<file path="config.mk">
export PLATFORM = sky130hd
export DESIGN_NAME = sobg_queue
export DESIGN_NICKNAME = d
export VERILOG_FILES = /design/src/rtl/sobg_pkg.sv /design/src/rtl/sobg_queue.sv
export SDC_FILE = /design/constraint.sdc
export NUM_CORES = 1
export LEC_CHECK = 0
export BUFFER_PORTS_ARGS = -buffer_cell sky130_fd_sc_hd__clkbuf_2
export CORE_UTILIZATION = 24
export CTS_BUF_LIST = sky130_fd_sc_hd__clkbuf_16
export DETAILED_ROUTE_END_ITERATION = 10
export MAX_ROUTING_LAYER = met4
export PLACE_DENSITY_LB_ADDON = 0.25
export SYNTH_ARGS = -nofsm -noshare
export SYNTH_HDL_FRONTEND = slang
export SYNTH_SLANG_ARGS = --single-unit
</file>
<file path="constraint.sdc">
create_clock -name clk -period 5.1 [get_ports clk]
set_input_delay 0.255 -clock clk [delete_from_list [all_inputs] [get_ports clk]]
set_output_delay 0.255 -clock clk [all_outputs]
set_load 0.02 [all_outputs]
</file>
<file path="src/rtl/sobg_pkg.sv">
// Shared types and constants for the 3x3 Sobel gradient block.
// Holds the queue entry layout passed from the front end to the back end.
// No dependencies.
`timescale 1ns / 1ps
`default_nettype none

package sobg_pkg;

  // Queue between the front and back ends
  localparam int QUEUE_DEPTH = 4;
  localparam int QPTR_W      = 2;
  localparam int QLVL_W      = 3;

  // Magnitude ceiling
  localparam logic [7:0] SAT_MAX = 8'd255;

  // Input item codes
  localparam logic FUNC_PIXEL = 1'b0;
  localparam logic FUNC_DRAIN = 1'b1;

  // Register indexes on the configuration port
  localparam logic REG_WIDTH  = 1'b0;
  localparam logic REG_HEIGHT = 1'b1;

  // One column of the 3x3 neighbourhood, rows already clamped
  typedef struct packed {
    logic [7:0] t;
    logic [7:0] m;
    logic [7:0] b;
  } col_t;

  // One result to compute: left, centre and right columns plus tags
  typedef struct packed {
    col_t       l;
    col_t       c;
    col_t       r;
    logic [9:0] x;
    logic [9:0] y;
    logic       run_end;
    logic       frame_end;
  } job_t;

  // A queue entry carries one or two jobs; a single job sits in j1
  typedef struct packed {
    logic two;
    job_t j0;
    job_t j1;
  } entry_t;

  // Row bank of the three-row line store, counting modulo 3
  function automatic logic [1:0] bank_inc(input logic [1:0] b);
    case (b)
      2'd0:    return 2'd1;
      2'd1:    return 2'd2;
      default: return 2'd0;
    endcase
  endfunction

  function automatic logic [1:0] bank_dec(input logic [1:0] b);
    case (b)
      2'd1:    return 2'd0;
      2'd2:    return 2'd1;
      default: return 2'd2;
    endcase
  endfunction

endpackage

`default_nettype wire

</file>
<file path="src/rtl/sobg_queue.sv">
// Short entry queue between the front end and the back end.
// Depends on sobg_pkg for the entry type and depth.
`timescale 1ns / 1ps
`default_nettype none

module sobg_queue
  import sobg_pkg::*;
(
  input  logic              clk,
  input  logic              rst,
  input  logic              push,
  input  entry_t            push_entry,
  input  logic              pop,
  output entry_t            head,
  output logic              head_valid,
  output logic [QLVL_W-1:0] level
);

  entry_t             slots [QUEUE_DEPTH];
  logic [QPTR_W-1:0]  wr_ptr;
  logic [QPTR_W-1:0]  rd_ptr;

  // Entry storage
  always_ff @(posedge clk) begin
    if (push) slots[wr_ptr] <= push_entry;
  end

  // Pointers and fill level
  always_ff @(posedge clk) begin
    if (rst) begin
      wr_ptr <= '0;
      rd_ptr <= '0;
      level  <= '0;
    end else begin
      if (push) wr_ptr <= wr_ptr + QPTR_W'(1);
      if (pop)  rd_ptr <= rd_ptr + QPTR_W'(1);
      level <= level + QLVL_W'(push) - QLVL_W'(pop);
    end
  end

  assign head       = slots[rd_ptr];
  assign head_valid = (level != '0);

`ifndef SYNTHESIS
  // Front-end credit check must keep the queue from overflowing
  a_no_overflow: assert property (@(posedge clk) disable iff (rst)
    push |-> (level < QLVL_W'(QUEUE_DEPTH)))
    else $error("queue overflow");

  // The back end only pops a present entry
  a_no_underflow: assert property (@(posedge clk) disable iff (rst)
    pop |-> (level != '0))
    else $error("queue underflow");
`endif

endmodule

`default_nettype wire

</file>
Word level (Yosys, flattened, before mapping)
Memories as Yosys holds them, arrays and structs flattened. A register that Yosys moved wholly into a read port is not among the register bits.
Index checks and enable logic that the tools add are counted.
{ "totals": {"reg_bits": 7, "ram_bits": 756, "in_bits": 193, "output_inout_bits": 193, "wordCells": 13, "mem_count": 1} }
{ "memory_table": {"columns": ["name", "depth", "word_bits", "read_ports", "rd_clocked_by_memory_dff", "wr", "line_no", "text"], "rows": [
  ["slots", 4, 189, 1, 1, 1, "sobg_queue.sv:19", "entry_t slots [QUEUE_DEPTH];"]
]} }
{ "classes": {"addsub": 4, "n_mux": 4, "reduce_logical": 1} }
{ "op_table": {"columns": ["operator", "n"], "rows": [
  ["$add 2x1->2 const B", 2],
  ["$mux 2", 2],
  ["$add 3x1->3", 1],
  ["$reduce_bool 3->1", 1],
  ["$sub 3x1->3", 1],
  ["$mux 1", 2]
]} }

Logic depth before layout (Yosys ltp)
{ "depth": {"ltp_word": 3, "mapped_depth": 7, "mapped_depth_nobuf": 7} }

Worst setup path before layout
Ideal clock, no wire load.
{ "synth_timing": {"path_kind": "reg2reg", "from": "register wr_ptr[0]", "to": "memory slots[0][0] (netlist bit), enable pin", "setup_time_ns": 0.572, "arrival_ns": 4.845, "required_ns": 4.528, "setup_slack_ns": -0.317, "path_stages_with_launch": 4, "path_buffers": 0, "period_less_slack_ns": 5.417, "cell_sequence": "dfxtp_1 inv_1 ha_1 and2_1"} }
{ "synth_rtl": {"columns": ["item", "line_no", "text"], "rows": [
  ["start: declaration", "sobg_queue.sv:20", "logic [QPTR_W-1:0] wr_ptr;"],
  ["start signal: assignment", "sobg_queue.sv:35", "if (push) wr_ptr <= wr_ptr + QPTR_W'(1);"],
  ["end: declaration", "sobg_queue.sv:19", null]
]} }
No word-level cell before the write port.

==> metrics.cfg <==
[grt]
grt_pass1_wl_microns=94360
grt-ovfl-total=0
grtUsageTotal=0.1128
grt_max_degree=81
antenna_found_initial=8
grt_pass1_vias=14930

[drt]
routed_wl_microns=63360
wl_met2_microns=30390
routed.top_layer=met4
vias=13150
wl_per_cell_microns=19.43
wl_met1_microns=27110
via_per_inst=4.032
drc=0
antenna_left=0
drt_iter0_drc=587
route.met3.wl_microns=4446
dr.pass1.iters=4

[clock_tree]
cts_resized=0
cts_inserted_buffers=85
clkLatencyLatePin_ns=0.63
cts_sinks=765
cts_root_buf=clkbuf_16
htree_num_levels=3
tritoncts=built
clkTransAtPathRegs_ns=0.06
cts_buffer_depth=3

[logic_synthesis]
yosysTopAreaCellShare=0.8201
ys_types=20
synth_top_area_cell=edfxtp_1
netlist_top_cells_area=edfxtp_1 (82%), mux4_2 (15%), dfxtp_1 (0.65%)
async_flop_share=0
synth_commonest_cells=edfxtp_1 (756), mux4_2 (189), buf_2 (21)
synth-edff-count=756
yosys_warnings=0
ys_ff_latch=765
synth-seq-area-share=0.8266
synth_area_sq_um=27680
synth_ff_type=edfxtp_1
netlist_instances=1028
synth.avg_cell_area_sq_um=26.93
yosysMostFrequentCell=edfxtp_1
synthesis.nets=1228

[timing]
hold_ws_ns=0.3777
fin_setup_tns_ns=0
slew_violations=0
clock.fmax_mhz=310.9
finClkSkew_ns=0.009600
setup_violations=0
relSlewSlack=0.3231
finalWorstPathRequiredPeriod_ns=3.216
tightest_slew_ns=1.015
min_period_over_period=0.6307
hold_viol=0
rsz0062_at_grt=no

[cells_and_area]
final_area_sq_um=36130
multi_input_area_sq_um=4498
area_delta_synth_final_pct=30.54
fillers=11030
drive_above_1_share=0.4112
fin_util=0.3160
nNetsFinal=1874
regArea_sq_um=22890

[power_and_ir_drop]
power_per_cell_area_nw_per_um2=406.2
p_switching_mw=3.431
seqPwrFrac=0.499
swShare=0.2337
p_int_mw=11.25
vdd_ir_drop_max_uv=267.5
p_clk_frac=0.390
p_comb_frac=0.111
p_leak_nw=12.11

[worst_setup_path]
worstPathArrival_ns=2.96
path_class=reg -> out
worstPathMaxFanout=49
end_kind=output pin
crit_required_ns=4.85
regToRegSetupSlack_ns=2.77
startpoint_type=flip-flop

[floorplan]
rows=124
die_w_microns=341.6
io-pin-count=386
die_y_microns=341.6
initial_utilization=0.2421
die_area_sq_um=116700
core_sq_um=114300

[hold_path]
min_path_type=in -> reg

[placement]
place_congestion=0.6991
port-buffer-count=385
place_area_sq_um=31550
hpwl_microns=36730

[run_status]
status=finished, final reports clean

[job]
drv_cap=0

==> metal layers <==
metal | track usage | vias to the layer above
met5 | - | -
met4 | 0.03251 | 0
met3 | 0.03700 | 103
met2 | 0.1777 | 386
met1 | 0.1378 | 6870
li1 | - | 5786
==> final timing paths <==
kind / startpoint / endpoint / cells past startpoint
worst max-delay path: flip-flop / head[0] / 3
worst min-delay path: push_entry[49] / slots[2][49] / 2
worst min register to register: rd_ptr[0] / flip-flop / 2
worst max register to register: wr_ptr[0] / slots[3][84] / 3
==> per-stage QoR <==
| step | setup WS (ns) | power (mW) | cells |
|---|---|---|---|
| floorplan | 1.801 | 8.380 | 1028 |
| global placement | 2.429 | 8.980 | 2906 |
| detailed placement | 2.418 | 9.007 | 2906 |
| CTS | 1.704 | 14.97 | 3251 |
| global route | 1.567 | 15.28 | 3259 |
| finish | 1.884 | 14.68 | 3260 |
==> placed cells by master, fill, tap and decap left out, drive strengths merged <==
cell type / count
a21oi: 1
nor2: 5
edfxtp: 756
bufinv: 5
xor3: 1
clkinvlp: 3
mux4: 189
ha: 6
nand3b: 1
dlygate4sd3: 193
inv: 31
mux2i: 1
and2: 4
or3: 1
diode: 9
xnor2: 2
clkinv: 32
nor2b: 2
clkbuf: 472
fa: 1
buf: 23
dfxtp: 9
a21bo: 1
==> layout make-up <==
cell class              count  share of cell area
well taps                1512             0.05235
repair buffers            601              0.1157
multi-input cells         215              0.1245
clock inverters            65             0.01250
flip-flops and latches    765              0.6334
clock buffers              87             0.06025
inverters                   6           0.0006233
diodes                      9           0.0006233
==> power by group through the flow <==
stage / combinational [mW] / clock [mW] / sequential [mW]
after floorplan: 0.943 / 0 / 7.44
after global placement: 1.53 / 0 / 7.45
after detailed placement: 1.54 / 0 / 7.47
after CTS: 1.68 / 5.95 / 7.33
after global routing: 1.75 / 6.17 / 7.35
final: 1.62 / 5.73 / 7.33
==> timing repair <==
item                                   in CTS  in global routing
endpoints found under the hold margin     765                  0
setup endpoints to repair                   0                  0
hold buffers                              193                  0
setup buffers                               0                  0
==> kinds of logic after synthesis <==
family / Yosys count / share of synthesized area
DFF: 765 / 0.8266
muxes: 190 / 0.1541
buffers and inverters: 48 / 0.01125
and+or+nand+nor: 13 / 0.002531
adders and majority gates: 7 / 0.003435
xor gates and xnor gates: 3 / 0.001492
AOI/OAI and AO/OA: 2 / 0.0005422
==> flip-flops by register name, summed over array words and instances, names as in the netlist, named ones only <==
| name | count |
|---|---|
| wr_ptr | 2 |
| slots | 756 |
| rd_ptr | 2 |
| level | 3 |
==> critical path, stage by stage, from the launching register on <==
cell and delay, ns:
dfxtp_4 0.98, buf_12 0.43, mux4_2 0.61, clkbuf_2 0.18
Note: power is estimated with default switching activity, not from simulation.
