<file path="src/rtl/sobg_pkg.sv">
// Shared types and constants for the 3x3 Sobel gradient block.
// Holds the queue entry layout passed from the front end to the back end.
// No dependencies.
`timescale 1ns / 1ps
`default_nettype none

package sobg_pkg;

  // Queue between the front and back ends
  localparam int QUEUE_DEPTH = 4;
  localparam int QPTR_W      = 2;
  localparam int QLVL_W      = 3;

  // Magnitude ceiling
  localparam logic [7:0] SAT_MAX = 8'd255;

  // Input item codes
  localparam logic FUNC_PIXEL = 1'b0;
  localparam logic FUNC_DRAIN = 1'b1;

  // Register indexes on the configuration port
  localparam logic REG_WIDTH  = 1'b0;
  localparam logic REG_HEIGHT = 1'b1;

  // One column of the 3x3 neighbourhood, rows already clamped
  typedef struct packed {
    logic [7:0] t;
    logic [7:0] m;
    logic [7:0] b;
  } col_t;

  // One result to compute: left, centre and right columns plus tags
  typedef struct packed {
    col_t       l;
    col_t       c;
    col_t       r;
    logic [9:0] x;
    logic [9:0] y;
    logic       run_end;
    logic       frame_end;
  } job_t;

  // A queue entry carries one or two jobs; a single job sits in j1
  typedef struct packed {
    logic two;
    job_t j0;
    job_t j1;
  } entry_t;

  // Row bank of the three-row line store, counting modulo 3
  function automatic logic [1:0] bank_inc(input logic [1:0] b);
    case (b)
      2'd0:    return 2'd1;
      2'd1:    return 2'd2;
      default: return 2'd0;
    endcase
  endfunction

  function automatic logic [1:0] bank_dec(input logic [1:0] b);
    case (b)
      2'd1:    return 2'd0;
      2'd2:    return 2'd1;
      default: return 2'd2;
    endcase
  endfunction

endpackage

`default_nettype wire

</file>
<file path="src/rtl/sobg_back.sv">
// Back end: takes jobs from the queue, forms both kernel sums, then the
// saturated magnitude into the output register. Depends on sobg_pkg.
`timescale 1ns / 1ps
`default_nettype none

module sobg_back
  import sobg_pkg::*;
(
  input  logic               clk,
  input  logic               rst,
  input  entry_t             head,
  input  logic               head_valid,
  output logic               pop,
  output logic               out_valid,
  input  logic               out_stall,
  output logic [9:0]         out_col,
  output logic [9:0]         out_row,
  output logic signed [10:0] grad_a,
  output logic signed [10:0] grad_b,
  output logic [7:0]         magnitude,
  output logic               run_end,
  output logic               frame_end
);

  logic               half;
  logic               ready_out, ready_a, take;
  job_t               job;

  logic               a_valid;
  logic [9:0]         a_x, a_y;
  logic signed [10:0] a_ga, a_gb;
  logic               a_re, a_fe;

  // 1-2-1 weighted sum of three pixels, at most 1020
  function automatic logic [10:0] tap_sum(input logic [7:0] p0, input logic [7:0] p1,
                                          input logic [7:0] p2);
    return 11'(p0) + {2'b00, p1, 1'b0} + 11'(p2);
  endfunction

  // |a|/2 + |b|/2, each halved with truncation, saturated
  function automatic logic [7:0] mag(input logic signed [10:0] a, input logic signed [10:0] b);
    logic [10:0] ua;
    logic [10:0] ub;
    logic [9:0]  s;
    ua = a[10] ? 11'(-a) : 11'(a);
    ub = b[10] ? 11'(-b) : 11'(b);
    s  = 10'(ua[10:1]) + 10'(ub[10:1]);
    return (s > 10'(SAT_MAX)) ? SAT_MAX : s[7:0];
  endfunction

  // Pipeline advance and job selection
  assign ready_out = !out_valid || !out_stall;
  assign ready_a   = !a_valid || ready_out;
  assign take      = head_valid && ready_a;
  assign pop       = take && (!head.two || half);
  assign job       = (head.two && !half) ? head.j0 : head.j1;

  always_ff @(posedge clk) begin
    if (rst)       half <= 1'b0;
    else if (take) half <= head.two && !half;
  end

  // Kernel sums: first kernel weighs rows, second weighs columns
  always_ff @(posedge clk) begin
    if (rst)          a_valid <= 1'b0;
    else if (ready_a) a_valid <= take;
  end

  always_ff @(posedge clk) begin
    if (ready_a) begin
      a_x  <= job.x;
      a_y  <= job.y;
      a_ga <= $signed(tap_sum(job.l.b, job.c.b, job.r.b) - tap_sum(job.l.t, job.c.t, job.r.t));
      a_gb <= $signed(tap_sum(job.r.t, job.r.m, job.r.b) - tap_sum(job.l.t, job.l.m, job.l.b));
      a_re <= job.run_end;
      a_fe <= job.frame_end;
    end
  end

  // Output register
  always_ff @(posedge clk) begin
    if (rst)            out_valid <= 1'b0;
    else if (ready_out) out_valid <= a_valid;
  end

  always_ff @(posedge clk) begin
    if (ready_out) begin
      out_col   <= a_x;
      out_row   <= a_y;
      grad_a    <= a_ga;
      grad_b    <= a_gb;
      magnitude <= mag(a_ga, a_gb);
      run_end   <= a_re;
      frame_end <= a_fe;
    end
  end

`ifndef SYNTHESIS
  // Frame's last result is always the last one of its transaction
  a_frame_end_run_end: assert property (@(posedge clk) disable iff (rst)
    (out_valid && frame_end) |-> run_end)
    else $error("frame_end without run_end");
`endif

endmodule

`default_nettype wire

</file>
<file path="config.mk">
export PLATFORM = sky130hd
export DESIGN_NAME = sobg_back
export DESIGN_NICKNAME = d
export VERILOG_FILES = /design/src/rtl/sobg_pkg.sv /design/src/rtl/sobg_back.sv
export SDC_FILE = /design/constraint.sdc
export NUM_CORES = 1
export LEC_CHECK = 0
export BUFFER_PORTS_ARGS = -buffer_cell sky130_fd_sc_hd__buf_2
export CAP_MARGIN = 30
export CORE_MARGIN = 2
export CORE_UTILIZATION = 40
export CTS_CLUSTER_SIZE = 28
export DETAILED_ROUTE_END_ITERATION = 8
export PLACE_DENSITY = 0.66
export SYNTH_ARGS = -nofsm -noshare
export SYNTH_HDL_FRONTEND = slang
export SYNTH_SLANG_ARGS = --single-unit
export TNS_END_PERCENT = 10
</file>
<file path="constraint.sdc">
create_clock -name clk -period 7.28 [get_ports clk]
set_input_delay 1.092 -clock clk [delete_from_list [all_inputs] [get_ports clk]]
set_output_delay 1.092 -clock clk [all_outputs]
set_load 0.03 [all_outputs]
</file>
======== Word level (Yosys, flattened, before mapping) ========
Cells that the tools add are included.
word-level totals
  logic and storage cells ................. 44
  input bits .............................. 193
  register bits after elaboration ......... 99
  output and inout bits ................... 54
cells by class
  reduce and logical (&&, ||, !) cells .... 11
  $lt $le $gt $ge ......................... 1
  add/sub/neg operators ................... 13
  mux-type cells .......................... 3
operators by type and width
  cell                                                 number
  2-to-1 mux 94 bit                                    1
  adder 10 x 8 -> 11 bit                               4
  adder 8 x 9 -> 10 bit                                4
  2-to-1 mux 11 bit                                    2
  negator 11 bit                                       2
  subtractor 11 bit                                    2
  adder 10 bit                                         1
  > comparator 10 x 8 -> 1 bit, second input constant  1
  zero test 1 bit                                      5
  logical AND 1 bit                                    3
  logical OR 1 bit                                     3

======== Depth between registers and ports, before layout ========
  depth in word-level cells ............... 6
  depth in mapped cells ................... 19
  mapped depth without buffers ............ 17

======== Worst setup path after synthesis ========
OpenSTA, ideal clock, no wires.
  kind .................................... input to register
  start point ............................. input head[188] (netlist bit)
  end point ............................... register a_gb[7] (data pin)
  path buffers ............................ 3
  slack ................................... 1.912 ns
  arrival time ............................ 5.110 ns
  required time ........................... 7.022 ns
  setup time .............................. 0.258 ns
  stages on the path ...................... 18
  path through ............................ nand2b_1 > clkbuf_1 > clkbuf_1 > buf_2 > mux2i_1 > fa_1 > fa_1 > fa_1 > inv_1 > ha_1 > inv_1 > fa_1 > nor2b_1 > o21ai_0 > a21boi_0 > o21ai_0 > nor2b_1 > xnor2_1
on the way
  longest elaborated chain between the ends .. 5
  elaborated cells between the ends (all ways) .. 7
  classes of those cells .................. 5 x add/sub; 1 x mux; 1 x reduce/logical
ends and longest elaborated chain
  item                    line             RTL
  start: declaration      sobg_back.sv:11  input entry_t head,
  logical AND 1 bit (*)   sobg_back.sv:56  assign job = (head.two && !half) ? head.j0 : head.j1;
  2-to-1 mux 94 bit (*)   sobg_back.sv:56
  adder 8 x 9 -> 10 bit   sobg_back.sv:37  return 11'(p0) + {2'b00, p1, 1'b0} + 11'(p2);
  adder 10 x 8 -> 11 bit  sobg_back.sv:37
  subtractor 11 bit (*)   sobg_back.sv:74  a_gb <= $signed(tap_sum(job.r.t, job.r.m, job.r.b) - tap_sum(job.l.t, job.l.m, job.l.b));
  end signal: assignment  sobg_back.sv:74
  end: declaration        sobg_back.sv:31  logic signed [10:0] a_ga, a_gb;
Every way passes the cells marked *; elsewhere a longest branch is shown, timed or not.
A chain may end at the register's enable or synchronous reset.

======== Final worst setup path ========
  start point ............................. input head[188] (netlist bit)
  end point ............................... register a_gb[8] (data pin)
The elaborated chain is that of the path after synthesis.

==> flow_summary.ini <==
[route]
dr.first_iter.drc_count = 132
wl_um = 13300
drt_pass1_iterations = 4
vias = 4661
post-route-drc-count = 0
route.detailed.wl_per_inst_um = 12.8
ant_nets = 0
avgViaCountPerCell = 4.49

[outcome]
run_status = completed

[sta]
min_period_ns = 5.30
fmax_mhz = 189
setup_violations = 0
tightestPinTransition_ns = 0.775
final.setup.tns_ns = 0
fin_ws_ns = 1.98
slew_violations = 0
min_period_over_period_pct = 72.8
hold_violations = 0
relSlewSlack_pct = 48.3
finClkSkew_ns = 0.00870
rsz0062_at_grt = no

[clock_network]
numCtsBuffers = 9
post_cts_resized = 0
clkSinkCount = 99
clock_path_buffers = 2
cts_max_level = 3
insertion_delay_ns = 0.34
postCtsSetupBuffers = 0
clkSlewWorstSetupHoldPaths_ns = 0.06
cts_root_buf = clkbuf_16
holdBufCountCts = 0
cts_tree = yes

[floorplanning]
rows = 48
die_h_um = 137
die_w_um = 137
dieArea_um2 = 18800
io_pins = 247
initial_core_util_pct = 40.9
core_um2 = 17400

[critical_path]
startpoint_type = input pin
criticalPathCategory = input pin to register
cp.arrival_ns = 5.39
crit_required_ns = 7.37
end_kind = register
path_max_fanout = 51

[global_route]
track_usage_pct = 15.0
grt_overflow = 0
grt_pass1_wl_um = 21800
grt_pass1_vias = 4723
antenna_found_initial = 0
grt_max_degree = 52

[power_and_ir_drop]
vdd_drop_max_v = 0.000287
p_leak_nw = 4.22
powerDensity_nw_per_um2 = 457

[place]
place_congestion = 0.802
dp_slack_ns = 1.56
port_buffers = 230
hpwlAfterDp_um = 11300

[synth]
synth_cells = 576
yosys_warnings = 0
syn-cell-area_um2 = 7100
syn-num-nets = 867
syn_avg_cell_area_um2 = 12.3
async_flop_share_pct = 0
ys_types = 42
synth_edf_count = 96
yosys_register_bits = 99
synth.yosys.seq_area_share_pct = 41.4
synth_ff_type = edfxtp_1

[cells_and_area]
nets = 1100
antenna_cells = 0
area_delta_synth_final_pct = 24.3
drive_above_1_share_pct = 37.2

[job]
drv_cap = 0

[min_path]
hp-class = register to register
## cell usage in the layout (no fill, tap or decap), drive strengths merged, types with 3 or more instances in the layout
| master | count |
|---|---|
| xnor2 | 26 |
| buf | 234 |
| nand2 | 20 |
| nor2 | 13 |
| nand3 | 8 |
| inv | 117 |
| nor3 | 5 |
| nor2b | 5 |
| fa | 63 |
| o21bai | 3 |
| dfxtp | 3 |
| o21ai | 13 |
| nand2b | 6 |
| mux2i | 38 |
| ha | 35 |
| mux2 | 48 |
| a21oi | 22 |
| o31ai | 5 |
| edfxtp | 96 |
| xor2 | 12 |
| o211ai | 3 |
| clkbuf | 10 |
| a21o | 5 |
## state kept, by name, indices dropped and copies added, names as in the netlist
signal / flops
a_fe: 1
a_ga: 11
a_gb: 11
a_re: 1
a_valid: 1
a_x: 10
a_y: 10
frame_end: 1
grad_a: 11
grad_b: 11
half: 1
magnitude: 8
out_col: 10
out_row: 10
out_valid: 1
run_end: 1
## cell usage after synthesis (2+ instances only)
| cell | number | area [um2] |
|---|---|---|
| o31ai_1 | 5 | 37.5 |
| nor2_1 | 13 | 48.8 |
| a21oi_1 | 22 | 110 |
| nor3_1 | 5 | 25.0 |
| dfxtp_1 | 3 | 60.1 |
| mux2_2 | 48 | 541 |
| inv_1 | 114 | 428 |
| nand2_1 | 20 | 75.1 |
| o21a_1 | 2 | 15.0 |
| mux2i_1 | 38 | 380 |
| o211ai_1 | 3 | 22.5 |
| o21bai_1 | 3 | 22.5 |
| nor2b_1 | 5 | 31.3 |
| buf_2 | 2 | 10.0 |
| and3_1 | 2 | 12.5 |
| nand3b_1 | 2 | 15.0 |
| fa_1 | 63 | 1260 |
| nand3_1 | 8 | 40.0 |
| clkbuf_1 | 7 | 26.3 |
| ha_1 | 35 | 438 |
| xor2_1 | 12 | 105 |
| nand2b_1 | 6 | 37.5 |
| edfxtp_1 | 96 | 2880 |
| o41ai_1 | 2 | 17.5 |
| xnor2_1 | 26 | 228 |
| a21boi_0 | 2 | 15.0 |
| a21o_1 | 5 | 37.5 |
| o21ai_0 | 11 | 55.1 |
| buf_1 | 3 | 11.3 |
## critical path: stages
cell and delay, ns:
buf_2 0.11, nand2b_4 0.52, mux2i_1 0.38, inv_1 0.12
fa_1 0.52, fa_1 0.49, inv_1 0.05, fa_1 0.60
inv_1 0.06, ha_1 0.29, a21o_1 0.17, a21oi_1 0.23
o211ai_1 0.18, a21oi_1 0.24, o21bai_1 0.10, xor2_1 0.15
## power by group
part / switching [mW] / leakage, nW / total, mW / internal, mW
Sequential: 0.127 / 1.02 / 1.09 / 0.960
Combinational: 1.41 / 3.06 / 2.48 / 1.07
Clock: 0.198 / 0.143 / 0.467 / 0.270
Total: 1.74 / 4.22 / 4.03 / 2.30
## final timing paths
path	start	slack (ns)	cells after the start	end
hold reg to reg	a_y[9]$_DFFE_PN_	0.42	0	out_row[9]$_DFFE_PP_
setup / recovery	head[188]	1.98	16	a_gb[8]$_DFFE_PN_
hold / removal	a_y[9]$_DFFE_PN_	0.42	0	out_row[9]$_DFFE_PP_
setup reg to reg	half$_SDFFE_PP0P_	2.44	15	a_gb[8]$_DFFE_PN_
## cell type report
cell class | instances | area (um2)
clock buffer | 10 | 229
clock inverter | 6 | 70.1
timing repair buffer | 234 | 1180
fill | 1538 | 8520
tap | 225 | 282
inverter | 114 | 428
multi-input combinational | 351 | 3700
sequential | 99 | 2940
## logic make-up (layout without fill, tap and decap cells)
family,after synthesis,after routing,synth area share [%]
buf+inv,126,364,6.69
flops,99,99,41.4
fa+ha+maj,98,98,23.9
mux,86,86,13.0
simple gates,70,70,5.20
compound gates,59,59,5.11
xor+xnor,38,38,4.69
## through the flow
stage / hold WS (ns) / power, mW / util (%) / std cells / instance area (um2)
2_1_floorplan: 0.400 / 3.04 / - / 576 / 7100
3_3_place_gp: 0.401 / 3.57 / 49.2 / 1023 / 8530
3_5_place_dp: 0.405 / 3.62 / 49.2 / 1023 / 8530
4_1_cts: 0.421 / 4.10 / 50.9 / 1039 / 8830
5_1_grt: 0.424 / 4.48 / 50.9 / 1039 / 8830
6_report: 0.420 / 4.03 / 50.9 / 1039 / 8830
## per-layer routing
| metal | routed length (um) | vias to the layer above | track usage, % |
|---|---|---|---|
| met1 | 6010 | 2098 | 19.2 |
| met2 | 6450 | 143 | 26.1 |
| li1 | - | 2402 | - |
| met3 | 591 | 18 | 1.47 |
| met5 | 0 | - | 0 |
| met4 | 285 | 0 | 6.01 |
Note: power is estimated with default switching activity, not from simulation.
